`config.mk`:
```
export PLATFORM = sky130hd
export DESIGN_NAME = lfu_cache_store_flat
export DESIGN_NICKNAME = d
export VERILOG_FILES = /design/src/sv/lfu_pkg.sv /design/src/sv/lfu_if.sv /design/src/sv/lfu_cache_store.sv /design/src/sv/lfu_store.sv /design/src/sv/lfu_cmp.sv /design/src/flat_wrapper.sv
export VERILOG_INCLUDE_DIRS = /design/src /design/src/sv
export SDC_FILE = /design/constraint.sdc
export NUM_CORES = 2
export LEC_CHECK = 0
export ABC_CLOCK_PERIOD_IN_PS = 37000
export BUFFER_PORTS_ARGS = -buffer_cell sky130_fd_sc_hd__buf_2
export CAP_MARGIN = 20
export CORE_ASPECT_RATIO = 0.8
export CORE_MARGIN = 2
export CORE_UTILIZATION = 50
export DETAILED_ROUTE_END_ITERATION = 8
export GPL_ROUTABILITY_DRIVEN = 0
export GPL_TIMING_DRIVEN = 0
export MAX_ROUTING_LAYER = met4
export PLACE_DENSITY_LB_ADDON = 0.2
export SETUP_SLACK_MARGIN = 0.05
export SYNTH_ARGS = -nofsm -noshare
export SYNTH_HDL_FRONTEND = slang
export SYNTH_SLANG_ARGS = --single-unit
```
`constraint.sdc`:
```
create_clock -name clock -period 37 [get_ports clock]
set_clock_uncertainty 0.05 [all_clocks]
set_input_delay 9.25 -clock clock [delete_from_list [all_inputs] [get_ports clock]]
set_output_delay 9.25 -clock clock [all_outputs]
set_load 0.01 [all_outputs]
```
`src/sv/lfu_cache_store_macros.svh`:
```
// Assertion macros for the LFU store top level.
`ifndef LFU_CACHE_STORE_MACROS_SVH
`define LFU_CACHE_STORE_MACROS_SVH

// Same-cycle implication, disabled during reset.
`define LFU_ASSERT_NOW(lbl, clk, rst, ante, cons) \
   lbl: assert property (@(posedge clk) disable iff (rst) (ante) |-> (cons)) \
      else $error("lfu_cache_store: same-cycle check failed");

// Next-cycle implication, disabled during reset.
`define LFU_ASSERT_NEXT(lbl, clk, rst, ante, cons) \
   lbl: assert property (@(posedge clk) disable iff (rst) (ante) |=> (cons)) \
      else $error("lfu_cache_store: next-cycle check failed");

`endif

```
`src/sv/lfu_pkg.sv`:
```
// Package: constants and shared types for the LFU key/value store.
package lfu_pkg;

   localparam int LFU_ENTRIES    = 16;
   localparam int LFU_COUNT_BITS = 16;
   localparam int LFU_CAP_W      = 5;
   localparam int LFU_DATA_W     = 32;

   localparam logic [LFU_CAP_W-1:0]  LFU_CAP_RESET = 5'd16;
   localparam logic [LFU_DATA_W-1:0] LFU_MISS_DATA = 32'hFFFF_FFFF;

   // request kinds
   localparam logic LFU_OP_GET = 1'b0;
   localparam logic LFU_OP_PUT = 1'b1;

   // verdict of the compare unit on one scanned entry
   typedef struct packed {
      logic match;   // valid entry holding the request key
      logic better;  // valid entry that beats the current victim
      logic free;    // empty slot
   } lfu_cmp_res_type;

endpackage

```
`src/sv/lfu_if.sv`:
```
// Request and response channel interfaces for the LFU store.
interface lfu_req_if;
   logic        valid;
   logic        ready;
   logic        req_type;
   logic [31:0] key;
   logic [31:0] value;

   modport source (output valid, output req_type, output key, output value, input ready);
   modport sink   (input valid, input req_type, input key, input value, output ready);
endinterface

interface lfu_rsp_if;
   logic        valid;
   logic        ready;
   logic        hit;
   logic [31:0] read_data;
   logic        evicted;
   logic [31:0] evicted_key;

   modport source (output valid, output hit, output read_data, output evicted,
                   output evicted_key, input ready);
   modport sink   (input valid, input hit, input read_data, input evicted,
                   input evicted_key, output ready);
endinterface

```
`src/sv/lfu_cache_store.sv`:
```
// Top level: LFU key/value store with a scanning sequencer.
//
//  channel   port       direction  contents
//  request   req_bus    in         req_type, key, value
//  response  rsp_bus    out        hit, read_data, evicted, evicted_key
//  control   csr_*      in         capacity (5 bits, write only)
//
// A request is taken only in idle. The scan reads one entry per cycle through the single
// read port, compares the last entry in the cycle after its read, then writes back: the
// response becomes valid and ready returns in the same cycle, so a new request is taken
// only once the last one is through write-back. The response sits in an output register;
// the next request is taken while it waits, but write-back stalls until it has been taken.
// Reset is synchronous: it clears the valid flags, occupancy and access clock and returns
// capacity to 16.
module lfu_cache_store
   import lfu_pkg::*;
#(
   parameter int ENTRIES    = LFU_ENTRIES,
   parameter int COUNT_BITS = LFU_COUNT_BITS
) (
   input  logic                 clock,
   input  logic                 reset,
   lfu_req_if.sink              req_bus,
   lfu_rsp_if.source            rsp_bus,
   input  logic                 csr_we,
   input  logic [LFU_CAP_W-1:0] csr_wdata
);

`include "lfu_cache_store_macros.svh"

   localparam int IDX_W = $clog2(ENTRIES);
   localparam int CNT_W = $clog2(ENTRIES + 1);
   localparam int OCC_W = $clog2(ENTRIES + 1);
   localparam logic [CNT_W-1:0]      CNT_LAST  = CNT_W'(ENTRIES);
   localparam logic [COUNT_BITS-1:0] COUNT_MAX = '1;

   typedef enum logic [1:0] {ST_IDLE, ST_SCAN, ST_WRITE} state_type;

   state_type             state_ff, state_in;
   logic [CNT_W-1:0]      cnt_ff, cnt_in;
   logic                  cmp_vld_ff, cmp_vld_in;
   logic [IDX_W-1:0]      cmp_idx_ff, cmp_idx_in;
   logic                  op_ff, op_in;
   logic [LFU_DATA_W-1:0] key_ff, key_in;
   logic [LFU_DATA_W-1:0] value_ff, value_in;
   logic                  found_ff, found_in;
   logic [IDX_W-1:0]      found_idx_ff, found_idx_in;
   logic [LFU_DATA_W-1:0] found_value_ff, found_value_in;
   logic [COUNT_BITS-1:0] found_count_ff, found_count_in;
   logic                  vic_have_ff, vic_have_in;
   logic [IDX_W-1:0]      vic_idx_ff, vic_idx_in;
   logic [COUNT_BITS-1:0] vic_count_ff, vic_count_in;
   logic [LFU_DATA_W-1:0] vic_age_ff, vic_age_in;
   logic [LFU_DATA_W-1:0] vic_key_ff, vic_key_in;
   logic                  free_have_ff, free_have_in;
   logic [IDX_W-1:0]      free_idx_ff, free_idx_in;
   logic [OCC_W-1:0]      occ_ff, occ_in;
   logic [LFU_DATA_W-1:0] clock_ff, clock_in;
   logic [LFU_CAP_W-1:0]  cap_ff, cap_in;
   logic                  rsp_vld_ff, rsp_vld_in;
   logic                  rsp_hit_ff, rsp_hit_in;
   logic [LFU_DATA_W-1:0] rsp_data_ff, rsp_data_in;
   logic                  rsp_ev_ff, rsp_ev_in;
   logic [LFU_DATA_W-1:0] rsp_ev_key_ff, rsp_ev_key_in;

   // memory and compare unit wiring
   logic                  rd_en;
   logic                  rd_valid;
   logic [LFU_DATA_W-1:0] rd_key, rd_value, rd_stamp;
   logic [COUNT_BITS-1:0] rd_count;
   logic                  wr_en;
   logic [IDX_W-1:0]      wr_addr;
   logic [LFU_DATA_W-1:0] wr_value;
   logic [COUNT_BITS-1:0] wr_count;
   lfu_cmp_res_type       cmp_res;
   logic [LFU_DATA_W-1:0] cmp_age;

   // write-back decisions
   logic                  accept;
   logic                  go_write;
   logic [31:0]           eff_cap;
   logic                  full;
   logic                  evict;
   logic                  insert;

   lfu_store #(
      .ENTRIES    (ENTRIES),
      .COUNT_BITS (COUNT_BITS)
   ) u_store (
      .clock    (clock),
      .reset    (reset),
      .rd_en    (rd_en),
      .rd_addr  (cnt_ff[IDX_W-1:0]),
      .rd_valid (rd_valid),
      .rd_key   (rd_key),
      .rd_value (rd_value),
      .rd_count (rd_count),
      .rd_stamp (rd_stamp),
      .wr_en    (wr_en),
      .wr_addr  (wr_addr),
      .wr_key   (key_ff),
      .wr_value (wr_value),
      .wr_count (wr_count),
      .wr_stamp (clock_ff)
   );

   lfu_cmp #(
      .COUNT_BITS (COUNT_BITS)
   ) u_cmp (
      .ent_valid    (rd_valid),
      .ent_key      (rd_key),
      .ent_count    (rd_count),
      .ent_stamp    (rd_stamp),
      .req_key      (key_ff),
      .access_clock (clock_ff),
      .best_have    (vic_have_ff),
      .best_count   (vic_count_ff),
      .best_age     (vic_age_ff),
      .res          (cmp_res),
      .age          (cmp_age)
   );

   assign req_bus.ready       = (state_ff == ST_IDLE);
   assign accept              = req_bus.valid && req_bus.ready;
   assign rd_en               = (state_ff == ST_SCAN) && (cnt_ff != CNT_LAST);
   assign go_write            = (state_ff == ST_WRITE) && (!rsp_vld_ff || rsp_bus.ready);

   assign rsp_bus.valid       = rsp_vld_ff;
   assign rsp_bus.hit         = rsp_hit_ff;
   assign rsp_bus.read_data   = rsp_data_ff;
   assign rsp_bus.evicted     = rsp_ev_ff;
   assign rsp_bus.evicted_key = rsp_ev_key_ff;

   // clamp capacity into 1..ENTRIES
   always_comb begin
      eff_cap = 32'(cap_ff);
      if (eff_cap == 32'd0) begin
         eff_cap = 32'd1;
      end
      if (eff_cap > 32'(ENTRIES)) begin
         eff_cap = 32'(ENTRIES);
      end
   end

   assign full   = (32'(occ_ff) >= eff_cap);
   assign evict  = (op_ff == LFU_OP_PUT) && !found_ff && full && vic_have_ff;
   assign insert = (op_ff == LFU_OP_PUT) && !found_ff && (evict || free_have_ff);

   // write port: hit update or new entry
   always_comb begin
      wr_en    = go_write && (found_ff || insert);
      wr_addr  = found_ff ? found_idx_ff : (evict ? vic_idx_ff : free_idx_ff);
      wr_value = value_ff;
      wr_count = COUNT_BITS'(1);
      if (found_ff) begin
         wr_value = (op_ff == LFU_OP_PUT) ? value_ff : found_value_ff;
         wr_count = (found_count_ff == COUNT_MAX) ? found_count_ff
                                                  : found_count_ff + COUNT_BITS'(1);
      end
   end

   // sequencer next state
   always_comb begin
      state_in       = state_ff;
      cnt_in         = cnt_ff;
      cmp_vld_in     = rd_en;
      cmp_idx_in     = cnt_ff[IDX_W-1:0];
      op_in          = op_ff;
      key_in         = key_ff;
      value_in       = value_ff;
      found_in       = found_ff;
      found_idx_in   = found_idx_ff;
      found_value_in = found_value_ff;
      found_count_in = found_count_ff;
      vic_have_in    = vic_have_ff;
      vic_idx_in     = vic_idx_ff;
      vic_count_in   = vic_count_ff;
      vic_age_in     = vic_age_ff;
      vic_key_in     = vic_key_ff;
      free_have_in   = free_have_ff;
      free_idx_in    = free_idx_ff;
      occ_in         = occ_ff;
      clock_in       = clock_ff;
      cap_in         = csr_we ? csr_wdata : cap_ff;
      rsp_vld_in     = rsp_vld_ff && !rsp_bus.ready;
      rsp_hit_in     = rsp_hit_ff;
      rsp_data_in    = rsp_data_ff;
      rsp_ev_in      = rsp_ev_ff;
      rsp_ev_key_in  = rsp_ev_key_ff;

      // fold in the entry read last cycle
      if (cmp_vld_ff) begin
         if (cmp_res.match && !found_ff) begin
            found_in       = 1'b1;
            found_idx_in   = cmp_idx_ff;
            found_value_in = rd_value;
            found_count_in = rd_count;
         end
         if (cmp_res.better) begin
            vic_have_in  = 1'b1;
            vic_idx_in   = cmp_idx_ff;
            vic_count_in = rd_count;
            vic_age_in   = cmp_age;
            vic_key_in   = rd_key;
         end
         if (cmp_res.free && !free_have_ff) begin
            free_have_in = 1'b1;
            free_idx_in  = cmp_idx_ff;
         end
      end

      case (state_ff)
         ST_IDLE: begin
            if (accept) begin
               state_in     = ST_SCAN;
               cnt_in       = '0;
               op_in        = req_bus.req_type;
               key_in       = req_bus.key;
               value_in     = req_bus.value;
               found_in     = 1'b0;
               vic_have_in  = 1'b0;
               free_have_in = 1'b0;
            end
         end
         ST_SCAN: begin
            // advance the read address; the last entry compares at the end count
            if (cnt_ff == CNT_LAST) begin
               state_in = ST_WRITE;
            end else begin
               cnt_in = cnt_ff + CNT_W'(1);
            end
         end
         ST_WRITE: begin
            if (go_write) begin
               state_in      = ST_IDLE;
               rsp_vld_in    = 1'b1;
               rsp_hit_in    = found_ff;
               rsp_ev_in     = evict;
               rsp_ev_key_in = evict ? vic_key_ff : '0;
               if (op_ff == LFU_OP_GET) begin
                  rsp_data_in = found_ff ? found_value_ff : LFU_MISS_DATA;
               end else begin
                  rsp_data_in = '0;
               end
               if (found_ff || insert) begin
                  clock_in = clock_ff + 32'd1;
               end
               if (insert && !evict) begin
                  occ_in = occ_ff + OCC_W'(1);
               end
            end
         end
         default: begin
            state_in = ST_IDLE;
         end
      endcase
   end

   // hold state and registered outputs
   always_ff @(posedge clock) begin
      if (reset) begin
         state_ff   <= ST_IDLE;
         cmp_vld_ff <= 1'b0;
         occ_ff     <= '0;
         clock_ff   <= '0;
         cap_ff     <= LFU_CAP_RESET;
         rsp_vld_ff <= 1'b0;
      end else begin
         state_ff   <= state_in;
         cmp_vld_ff <= cmp_vld_in;
         occ_ff     <= occ_in;
         clock_ff   <= clock_in;
         cap_ff     <= cap_in;
         rsp_vld_ff <= rsp_vld_in;
      end
      cnt_ff         <= cnt_in;
      cmp_idx_ff     <= cmp_idx_in;
      op_ff          <= op_in;
      key_ff         <= key_in;
      value_ff       <= value_in;
      found_ff       <= found_in;
      found_idx_ff   <= found_idx_in;
      found_value_ff <= found_value_in;
      found_count_ff <= found_count_in;
      vic_have_ff    <= vic_have_in;
      vic_idx_ff     <= vic_idx_in;
      vic_count_ff   <= vic_count_in;
      vic_age_ff     <= vic_age_in;
      vic_key_ff     <= vic_key_in;
      free_have_ff   <= free_have_in;
      free_idx_ff    <= free_idx_in;
      rsp_hit_ff     <= rsp_hit_in;
      rsp_data_ff    <= rsp_data_in;
      rsp_ev_ff      <= rsp_ev_in;
      rsp_ev_key_ff  <= rsp_ev_key_in;
   end

   // checks
   `LFU_ASSERT_NEXT(a_accept_starts_scan, clock, reset, accept, state_ff == ST_SCAN && cnt_ff == '0)
   `LFU_ASSERT_NOW(a_rsp_from_write, clock, reset, $rose(rsp_vld_ff), $past(state_ff == ST_WRITE))
   `LFU_ASSERT_NOW(a_evict_is_miss, clock, reset, rsp_vld_ff && rsp_ev_ff, !rsp_hit_ff)
   `LFU_ASSERT_NOW(a_occ_bound, clock, reset, 1'b1, 32'(occ_ff) <= 32'(ENTRIES))

endmodule

```
`src/sv/lfu_store.sv`:
```
// Entry memory with per-entry valid flags and a registered read port.
module lfu_store
   import lfu_pkg::*;
#(
   parameter int ENTRIES    = LFU_ENTRIES,
   parameter int COUNT_BITS = LFU_COUNT_BITS
) (
   input  logic                          clock,
   input  logic                          reset,
   input  logic                          rd_en,
   input  logic [$clog2(ENTRIES)-1:0]    rd_addr,
   output logic                          rd_valid,
   output logic [LFU_DATA_W-1:0]         rd_key,
   output logic [LFU_DATA_W-1:0]         rd_value,
   output logic [COUNT_BITS-1:0]         rd_count,
   output logic [LFU_DATA_W-1:0]         rd_stamp,
   input  logic                          wr_en,
   input  logic [$clog2(ENTRIES)-1:0]    wr_addr,
   input  logic [LFU_DATA_W-1:0]         wr_key,
   input  logic [LFU_DATA_W-1:0]         wr_value,
   input  logic [COUNT_BITS-1:0]         wr_count,
   input  logic [LFU_DATA_W-1:0]         wr_stamp
);

   localparam int WORD_W = 3*LFU_DATA_W + COUNT_BITS;

   logic [WORD_W-1:0] mem [ENTRIES];
   logic [ENTRIES-1:0] valid_ff;
   logic [WORD_W-1:0]  rd_word_ff;
   logic               rd_valid_ff;

   // write port: every write leaves a live entry
   always_ff @(posedge clock) begin
      if (wr_en) begin
         mem[wr_addr] <= {wr_key, wr_value, wr_count, wr_stamp};
      end
   end

   // valid flags, cleared at once by reset
   always_ff @(posedge clock) begin
      if (reset) begin
         valid_ff <= '0;
      end else if (wr_en) begin
         valid_ff[wr_addr] <= 1'b1;
      end
   end

   // registered read port
   always_ff @(posedge clock) begin
      if (rd_en) begin
         rd_word_ff  <= mem[rd_addr];
         rd_valid_ff <= valid_ff[rd_addr];
      end
   end

   assign rd_valid = rd_valid_ff;
   assign {rd_key, rd_value, rd_count, rd_stamp} = rd_word_ff;

endmodule

```
`src/sv/lfu_cmp.sv`:
```
// Shared compare unit: key match, free slot and victim ranking for one entry.
module lfu_cmp
   import lfu_pkg::*;
#(
   parameter int COUNT_BITS = LFU_COUNT_BITS
) (
   input  logic                  ent_valid,
   input  logic [LFU_DATA_W-1:0] ent_key,
   input  logic [COUNT_BITS-1:0] ent_count,
   input  logic [LFU_DATA_W-1:0] ent_stamp,
   input  logic [LFU_DATA_W-1:0] req_key,
   input  logic [LFU_DATA_W-1:0] access_clock,
   input  logic                  best_have,
   input  logic [COUNT_BITS-1:0] best_count,
   input  logic [LFU_DATA_W-1:0] best_age,
   output lfu_cmp_res_type       res,
   output logic [LFU_DATA_W-1:0] age
);

   // age wraps modulo 2^32; greater age is older
   assign age = access_clock - ent_stamp;

   // lower count wins, then older; equal keeps the earlier slot
   always_comb begin
      res.match  = ent_valid && (ent_key == req_key);
      res.free   = !ent_valid;
      res.better = ent_valid && (!best_have || (ent_count < best_count) ||
                   ((ent_count == best_count) && (age > best_age)));
   end

endmodule
```
`src/flat_wrapper.sv`:
```
// flat-port wrapper written by rule: the top's interface ports become plain ports
module lfu_cache_store_flat import lfu_pkg::*;
#(
   parameter int ENTRIES    = LFU_ENTRIES,
   parameter int COUNT_BITS = LFU_COUNT_BITS
)
  (clock, reset, csr_we, csr_wdata, req_bus_valid, req_bus_req_type, req_bus_key, req_bus_value, req_bus_ready, rsp_bus_valid, rsp_bus_hit, rsp_bus_read_data, rsp_bus_evicted, rsp_bus_evicted_key, rsp_bus_ready);
  lfu_req_if req_bus_i ();
  lfu_rsp_if rsp_bus_i ();
  input  logic clock;
  input  logic reset;
  input  logic csr_we;
  input  logic [LFU_CAP_W-1:0] csr_wdata;
  input wire logic [$bits(req_bus_i.valid)-1:0] req_bus_valid;
  input wire logic [$bits(req_bus_i.req_type)-1:0] req_bus_req_type;
  input wire logic [$bits(req_bus_i.key)-1:0] req_bus_key;
  input wire logic [$bits(req_bus_i.value)-1:0] req_bus_value;
  output wire logic [$bits(req_bus_i.ready)-1:0] req_bus_ready;
  output wire logic [$bits(rsp_bus_i.valid)-1:0] rsp_bus_valid;
  output wire logic [$bits(rsp_bus_i.hit)-1:0] rsp_bus_hit;
  output wire logic [$bits(rsp_bus_i.read_data)-1:0] rsp_bus_read_data;
  output wire logic [$bits(rsp_bus_i.evicted)-1:0] rsp_bus_evicted;
  output wire logic [$bits(rsp_bus_i.evicted_key)-1:0] rsp_bus_evicted_key;
  input wire logic [$bits(rsp_bus_i.ready)-1:0] rsp_bus_ready;
  assign req_bus_i.valid = req_bus_valid;
  assign req_bus_i.req_type = req_bus_req_type;
  assign req_bus_i.key = req_bus_key;
  assign req_bus_i.value = req_bus_value;
  assign req_bus_ready = req_bus_i.ready;
  assign rsp_bus_valid = rsp_bus_i.valid;
  assign rsp_bus_hit = rsp_bus_i.hit;
  assign rsp_bus_read_data = rsp_bus_i.read_data;
  assign rsp_bus_evicted = rsp_bus_i.evicted;
  assign rsp_bus_evicted_key = rsp_bus_i.evicted_key;
  assign rsp_bus_i.ready = rsp_bus_ready;
  lfu_cache_store #(.ENTRIES(ENTRIES), .COUNT_BITS(COUNT_BITS)) u_core (.clock(clock), .reset(reset), .req_bus(req_bus_i), .rsp_bus(rsp_bus_i), .csr_we(csr_we), .csr_wdata(csr_wdata));
endmodule
```
; After elaboration in Yosys (flattened, before gate mapping)
; Memories as Yosys holds them, arrays and structs flattened. A register that Yosys moved wholly into a read port is not among the register bits.
; Index checks and enable logic that the tools add are counted.
[op_classes]
order_cmp = 7
n_reduce_logical = 40
n_addsub = 5
mux = 36
bitwise_logic = 1
eq_ne = 11
[op_table]
columns = cell, count
row1 = $mux W32, 4
row2 = $add A32 B1 Y32 const B, 1
row3 = $eq A32 B32 Y1, 1
row4 = $ge A5 B32 Y1, 1
row5 = $gt A32 B32 Y1, 1
row6 = $mux W16, 2
row7 = $sub A32 B32 Y32, 1
row8 = $mux W1, 18
row9 = $add A16 B1 Y16 const B, 1
row10 = $eq A16 B16 Y1, 1
row11 = $eq A16 B16 Y1 const B, 1
row12 = $logic_and A1 B1 Y1, 16
row13 = $lt A16 B16 Y1, 1
row14 = $or A16 B16 Y16, 1
row15 = $mux W5, 3
row16 = $reduce_and A3 Y1, 4
row17 = $add A5 B1 Y5 const B, 2
row18 = $lt A4 B5 Y1 const B, 2
row19 = $pmux W5 S2, 1
row20 = $reduce_and A2 Y1, 5
row21 = $mux W4, 2
row22 = $logic_not A1 Y1, 7
row23 = $mux W2, 3
row24 = $ne A2 B2 Y1 const B, 3
row25 = other kinds (14), 18
[word_totals]
mem_bits_rw = 1792
mem_count = 1
elab_cells = 129
out_inout_bits = 68
register_bits = 346
[mem_list]
columns = name, depth, width, rd, rd_clocked_by_memory_dff, wr, line
row1 = u_core.u_store.mem, 16, 112, 1, 1, 1, lfu_store.sv:27  ; logic [WORD_W-1:0] mem [ENTRIES];

; Depth between registers and ports, before layout
[logic_depth]
depth_word = 14
mapped_depth = 20
depth_no_buf = 20

; Modules after synthesis
; From an unflattened synthesis, not the netlist that was laid out.
[unflattened]
hier_cells = 4292
area_unflattened_um2 = 86819.5
[by_module_without_submodules]
columns = mod, instances, area_each_um2, seq_area_each_um2, cells_each
row1 = lfu_store, 1, 70916.8, 57525.2, 2933
row2 = lfu_cache_store, 1, 12507.0, 9349.0, 882
row3 = lfu_cmp, 1, 3395.8, 0.0, 477

; Worst setup path before layout
; Ideal clock, no wire load.
[synth_timing]
kind = in2reg
startpoint = input rsp_bus_ready
endpoint = memory u_core.u_store.mem[15][0] (netlist bit) (enable)
cell_stages = 4
path_slack_ps = 15208
arrival_ps = 21020
t_required_ps = 36228
path_buffers = 0
path_cell_list = nor2b_1 nor2_1 o21ai_0 nor3_1
[synth_via]
elab_chain_cells = 5
[synth_rtl]
columns = item, line
row1 = from (decl), flat_wrapper.sv:24  ; input wire logic [$bits(rsp_bus_i.ready)-1:0] rsp_bus_ready;
row2 = $logic_or A1 B1 Y1, lfu_cache_store.sv:126  ; assign go_write = (state_ff == ST_WRITE) && (!rsp_vld_ff || rsp_bus.ready);
row3 = $logic_and A1 B1 Y1, lfu_cache_store.sv:126
row4 = $logic_and A1 B1 Y1, lfu_cache_store.sv:151  ; wr_en = go_write && (found_ff || insert);
row5 = $mux W1, lfu_store.sv:34  ; if (wr_en) begin
row6 = $mux W1 (not written as such), lfu_store.sv:35  ; mem[wr_addr] <= {wr_key, wr_value, wr_count, wr_stamp};
row7 = to (decl), lfu_store.sv:27
; No other way between the ends.

; Final worst setup path
[layout_timing]
startpoint = input rsp_bus_ready
endpoint = memory u_core.u_store.mem[4][89] (netlist bit) (enable)
; The elaborated chain is that of the path after synthesis.

==> out/qor.yml <==
clock_tree:
  clock_path_buffers: 3
  root_buffer: "clkbuf_16"
  cts_setup_buffers: 0
  clk_latency_ns: 0.84
  h-tree-depth: 4
  cts_num_sinks: 2250
  cts_tree: "done"
  numCtsBuffers: 210
  post_cts_resize_count: 0
  clkTransAtPathRegs_ns: 0.06
  hold_buffers: 0
global_routing:
  grt_pass1_wl_microns: 302000
  grt_start_max_net_pins: 71
  grt_pass1_vias: 42200
  antenna_found_initial: 1
  overflow: 0
  grt_usage_pct: 24.8
worst_setup_path:
  end_kind: "register"
  critPathRequiredTime_ns: 37.48
  start_kind: "input port"
  cp_slowest_cell: "nor2_4"
  crit_arrival_ns: 13.11
  path_common_cell: "buf_12"
  critical_path_class: "input port to register"
  slowest_delay_ns: 0.82
  cp_cell_sequence: "buf_2 > nor2b_1 > nor2_4 > buf_12 > o21a_1 > clkbuf_1 > nand2_1 > nor2_4 > buf_16 > buf_12 > buf_12"
  cp_max_fo: 30
yosys:
  yosysSeqAreaShare_pct: 77.3
  synth_seq_cells: 2250
  netlist_instances: 3982
  avgSynthCellArea_sq_um: 21.7
  ys_types: 67
  synthesis.nets: 4147
  synth_ff_type: "edfxtp_1"
  yosysWarnings: 0
  syn_area_sq_um: 86500
  ys_async_sr_fraction_pct: 0
  synth_edf_count: 2181
floorplanning:
  core_sq_um: 172000
  start_util_pct: 50.3
  die_area_sq_um: 176000
  die_h_microns: 376
  fp-row-count: 136
  ios: 143
  fp.dieW_microns: 469
power_and_ir_drop:
  p_per_area_nw_per_um2: 54.0
  p_int_w: 0.00422
  p_clk_share_pct: 39.0
  p_comb_share_pct: 8.4
  seq_power_share_pct: 52.6
  p_sw_share_pct: 22.2
  p_leak_nw: 32.2
  power_switching_w: 0.00120
  peakVddDrop_v: 0.0000484
flow_run:
  maxCapViolCount: 0
placement:
  io_buffer_count: 140
  post-place-ws_ns: 23.49
  hpwl_microns: 135000
  dpl_cell_area_sq_um: 93400
  dp.cells: 6599
cells_and_area:
  fin_area_sq_um: 100000
  syn2layout_area_growth_pct: 16.1
  nFillCells: 12300
  layout.nets: 4719
  layout-drive-gt1-share_pct: 27.4
  stdcell_count: 7013
sta:
  hold_viol: 0
  fin_crit_sh_pct: 34.1
  slew_headroom_pct: 22.8
  timing.fmax_mhz: 79.1
  finalWorstSetupSlack_ns: 24.37
  finalMaxSlewViolations: 0
  rsz0062_at_grt: "no"
  worst_pin_slew_ns: 1.16
  setup_viol: 0
  min_period_ns: 12.63
drt:
  drtAntennaViolNets: 0
  vias: 42200
  via_per_inst: 6.02
  drt-pass1-iter-count: 6
  drtIter0Drc: 5127
  wl_per_cell_microns: 29.8
  routed_wirelength_microns: 209000
  drc: 0
min_path:
  min_path_type: "register to register"
status:
  status: "complete, no violations"
## through the flow
step	hold WS [ns]	setup TNS, ns	util [%]	power [W]
2_1_floorplan	0.293	0	-	0.00319
3_3_place_gp	0.353	-209.62	52.4	0.00334
3_5_place_dp	0.355	0	54.3	0.00336
4_1_cts	0.370	0	58.3	0.00546
5_1_grt	0.362	0	58.4	0.00559
6_report	0.364	0	58.4	0.00542
## final cells by class
class / instances / area (sq um) / share of cell area (%)
Inverter: 142 / 543 / 0.541
Antenna cell: 2 / 5.00 / 0.00498
Clock buffer: 280 / 5740 / 5.72
Clock inverter: 112 / 1020 / 1.02
Timing Repair Buffer: 360 / 4170 / 4.15
Multi-Input combinational cell: 1420 / 18500 / 18.4
Buffer: 170 / 687 / 0.684
Sequential cell: 2250 / 66900 / 66.6
Tap cell: 2277 / 2850 / 2.84
## cell families after synthesis
group / Yosys count / share of synthesized area, %
DFF: 2250 / 77.3
adders and majority gates: 90 / 1.31
buffers and inverters: 312 / 1.41
xor gates and xnor gates: 102 / 1.03
muxes: 578 / 14.9
AOI/OAI and AO/OA: 257 / 1.80
and+or+nand+nor: 393 / 2.26
## cells in the mapped netlist (28+ instances only)
cell type / n / area share [%]
buf_2: 30 / 0.17
mux4_2: 565 / 15
and2_1: 38 / 0.27
ha_1: 89 / 1.3
nor3_1: 28 / 0.16
a21oi_1: 87 / 0.50
xor2_1: 46 / 0.47
a21o_1: 36 / 0.31
clkbuf_1: 111 / 0.48
dfxtp_1: 69 / 1.6
nor2_1: 118 / 0.51
inv_1: 141 / 0.61
nand2_1: 88 / 0.38
edfxtp_1: 2181 / 76
o21ai_0: 65 / 0.38
xnor2_1: 56 / 0.57
## metal layers
metal,up-vias,wire [microns],track usage (%)
met5,-,0,-
li1,17600,-,-
met2,1814,100000,37.5
met3,337,16600,4.03
met4,0,5330,6.46
met1,22500,87200,35.6
## path summary, 6_finish.rpt
check,startpoint,endpoint,slack (ns),depth (start not counted)
worst max-delay path,rsp_bus_ready,u_core.u_store.mem[4][89]$_DFFE_PP_,24.37,11
worst min-delay path,u_core.cnt_ff[2]$_SDFFCE_PN0P_,u_core.cmp_idx_ff[2]$_DFF_P_,0.36,0
worst max register to register,u_core.clock_ff[2]$_SDFFE_PP0P_,u_core.vic_key_ff[1]$_DFFE_PP_,30.70,19
worst min register to register,u_core.cnt_ff[2]$_SDFFCE_PN0P_,u_core.cmp_idx_ff[2]$_DFF_P_,0.36,0
## sequential cells by signal, indices dropped and copies added, names as in the netlist, 5 cells and up
signal                      cells
u_core.u_store.mem           1792
u_core.u_store.rd_word_ff     112
u_core.clock_ff                32
u_core.found_value_ff          32
u_core.key_ff                  32
u_core.rsp_bus.evicted_key     32
u_core.rsp_bus.read_data       32
u_core.value_ff                32
u_core.vic_age_ff              32
u_core.vic_key_ff              32
u_core.found_count_ff          16
u_core.u_store.valid_ff        16
u_core.vic_count_ff            16
u_core.cap_ff                   5
u_core.cnt_ff                   5
u_core.occ_ff                   5
## cells in the final DEF (no fill, tap or decap), types with 15 or more instances in the layout
| cell | instances |
|---|---|
| a31oi_1 | 16 |
| clkbuf_16 | 214 |
| clkbuf_8 | 15 |
| edfxtp_1 | 2181 |
| buf_6 | 60 |
| nor3_1 | 24 |
| buf_2 | 181 |
| nor2_1 | 104 |
| o21ai_0 | 53 |
| buf_4 | 23 |
| and2_1 | 38 |
| a21o_1 | 36 |
| ha_1 | 89 |
| nand2_1 | 88 |
| nand3_1 | 24 |
| clkinv_1 | 38 |
| buf_12 | 56 |
| nand2b_1 | 16 |
| clkbuf_1 | 161 |
| a21oi_1 | 87 |
| buf_16 | 31 |
| nand4_1 | 22 |
| dfxtp_1 | 69 |
| mux4_2 | 565 |
| clkinv_2 | 45 |
| buf_1 | 27 |
| xor2_1 | 46 |
| xnor2_1 | 56 |
| buf_8 | 39 |
| inv_1 | 139 |
## power by group through the flow
stage | logic, W | clock network, W | registers, W
6_report | 0.000456 | 0.00212 | 0.00285
5_1_grt | 0.000485 | 0.00225 | 0.00285
4_1_cts | 0.000455 | 0.00215 | 0.00285
3_5_place_dp | 0.000453 | 0 | 0.00290
3_3_place_gp | 0.000434 | 0 | 0.00291
2_1_floorplan | 0.000296 | 0 | 0.00289
## worst max-delay path, delay by kind of cell
family | cells | cell delay [ns]
AND/OR/NAND/NOR | 4 | 2.07
buffers and inverters | 6 | 1.53
AO/OA/AOI/OAI | 1 | 0.17
No activity file was read; power rests on OpenSTA's default activity.
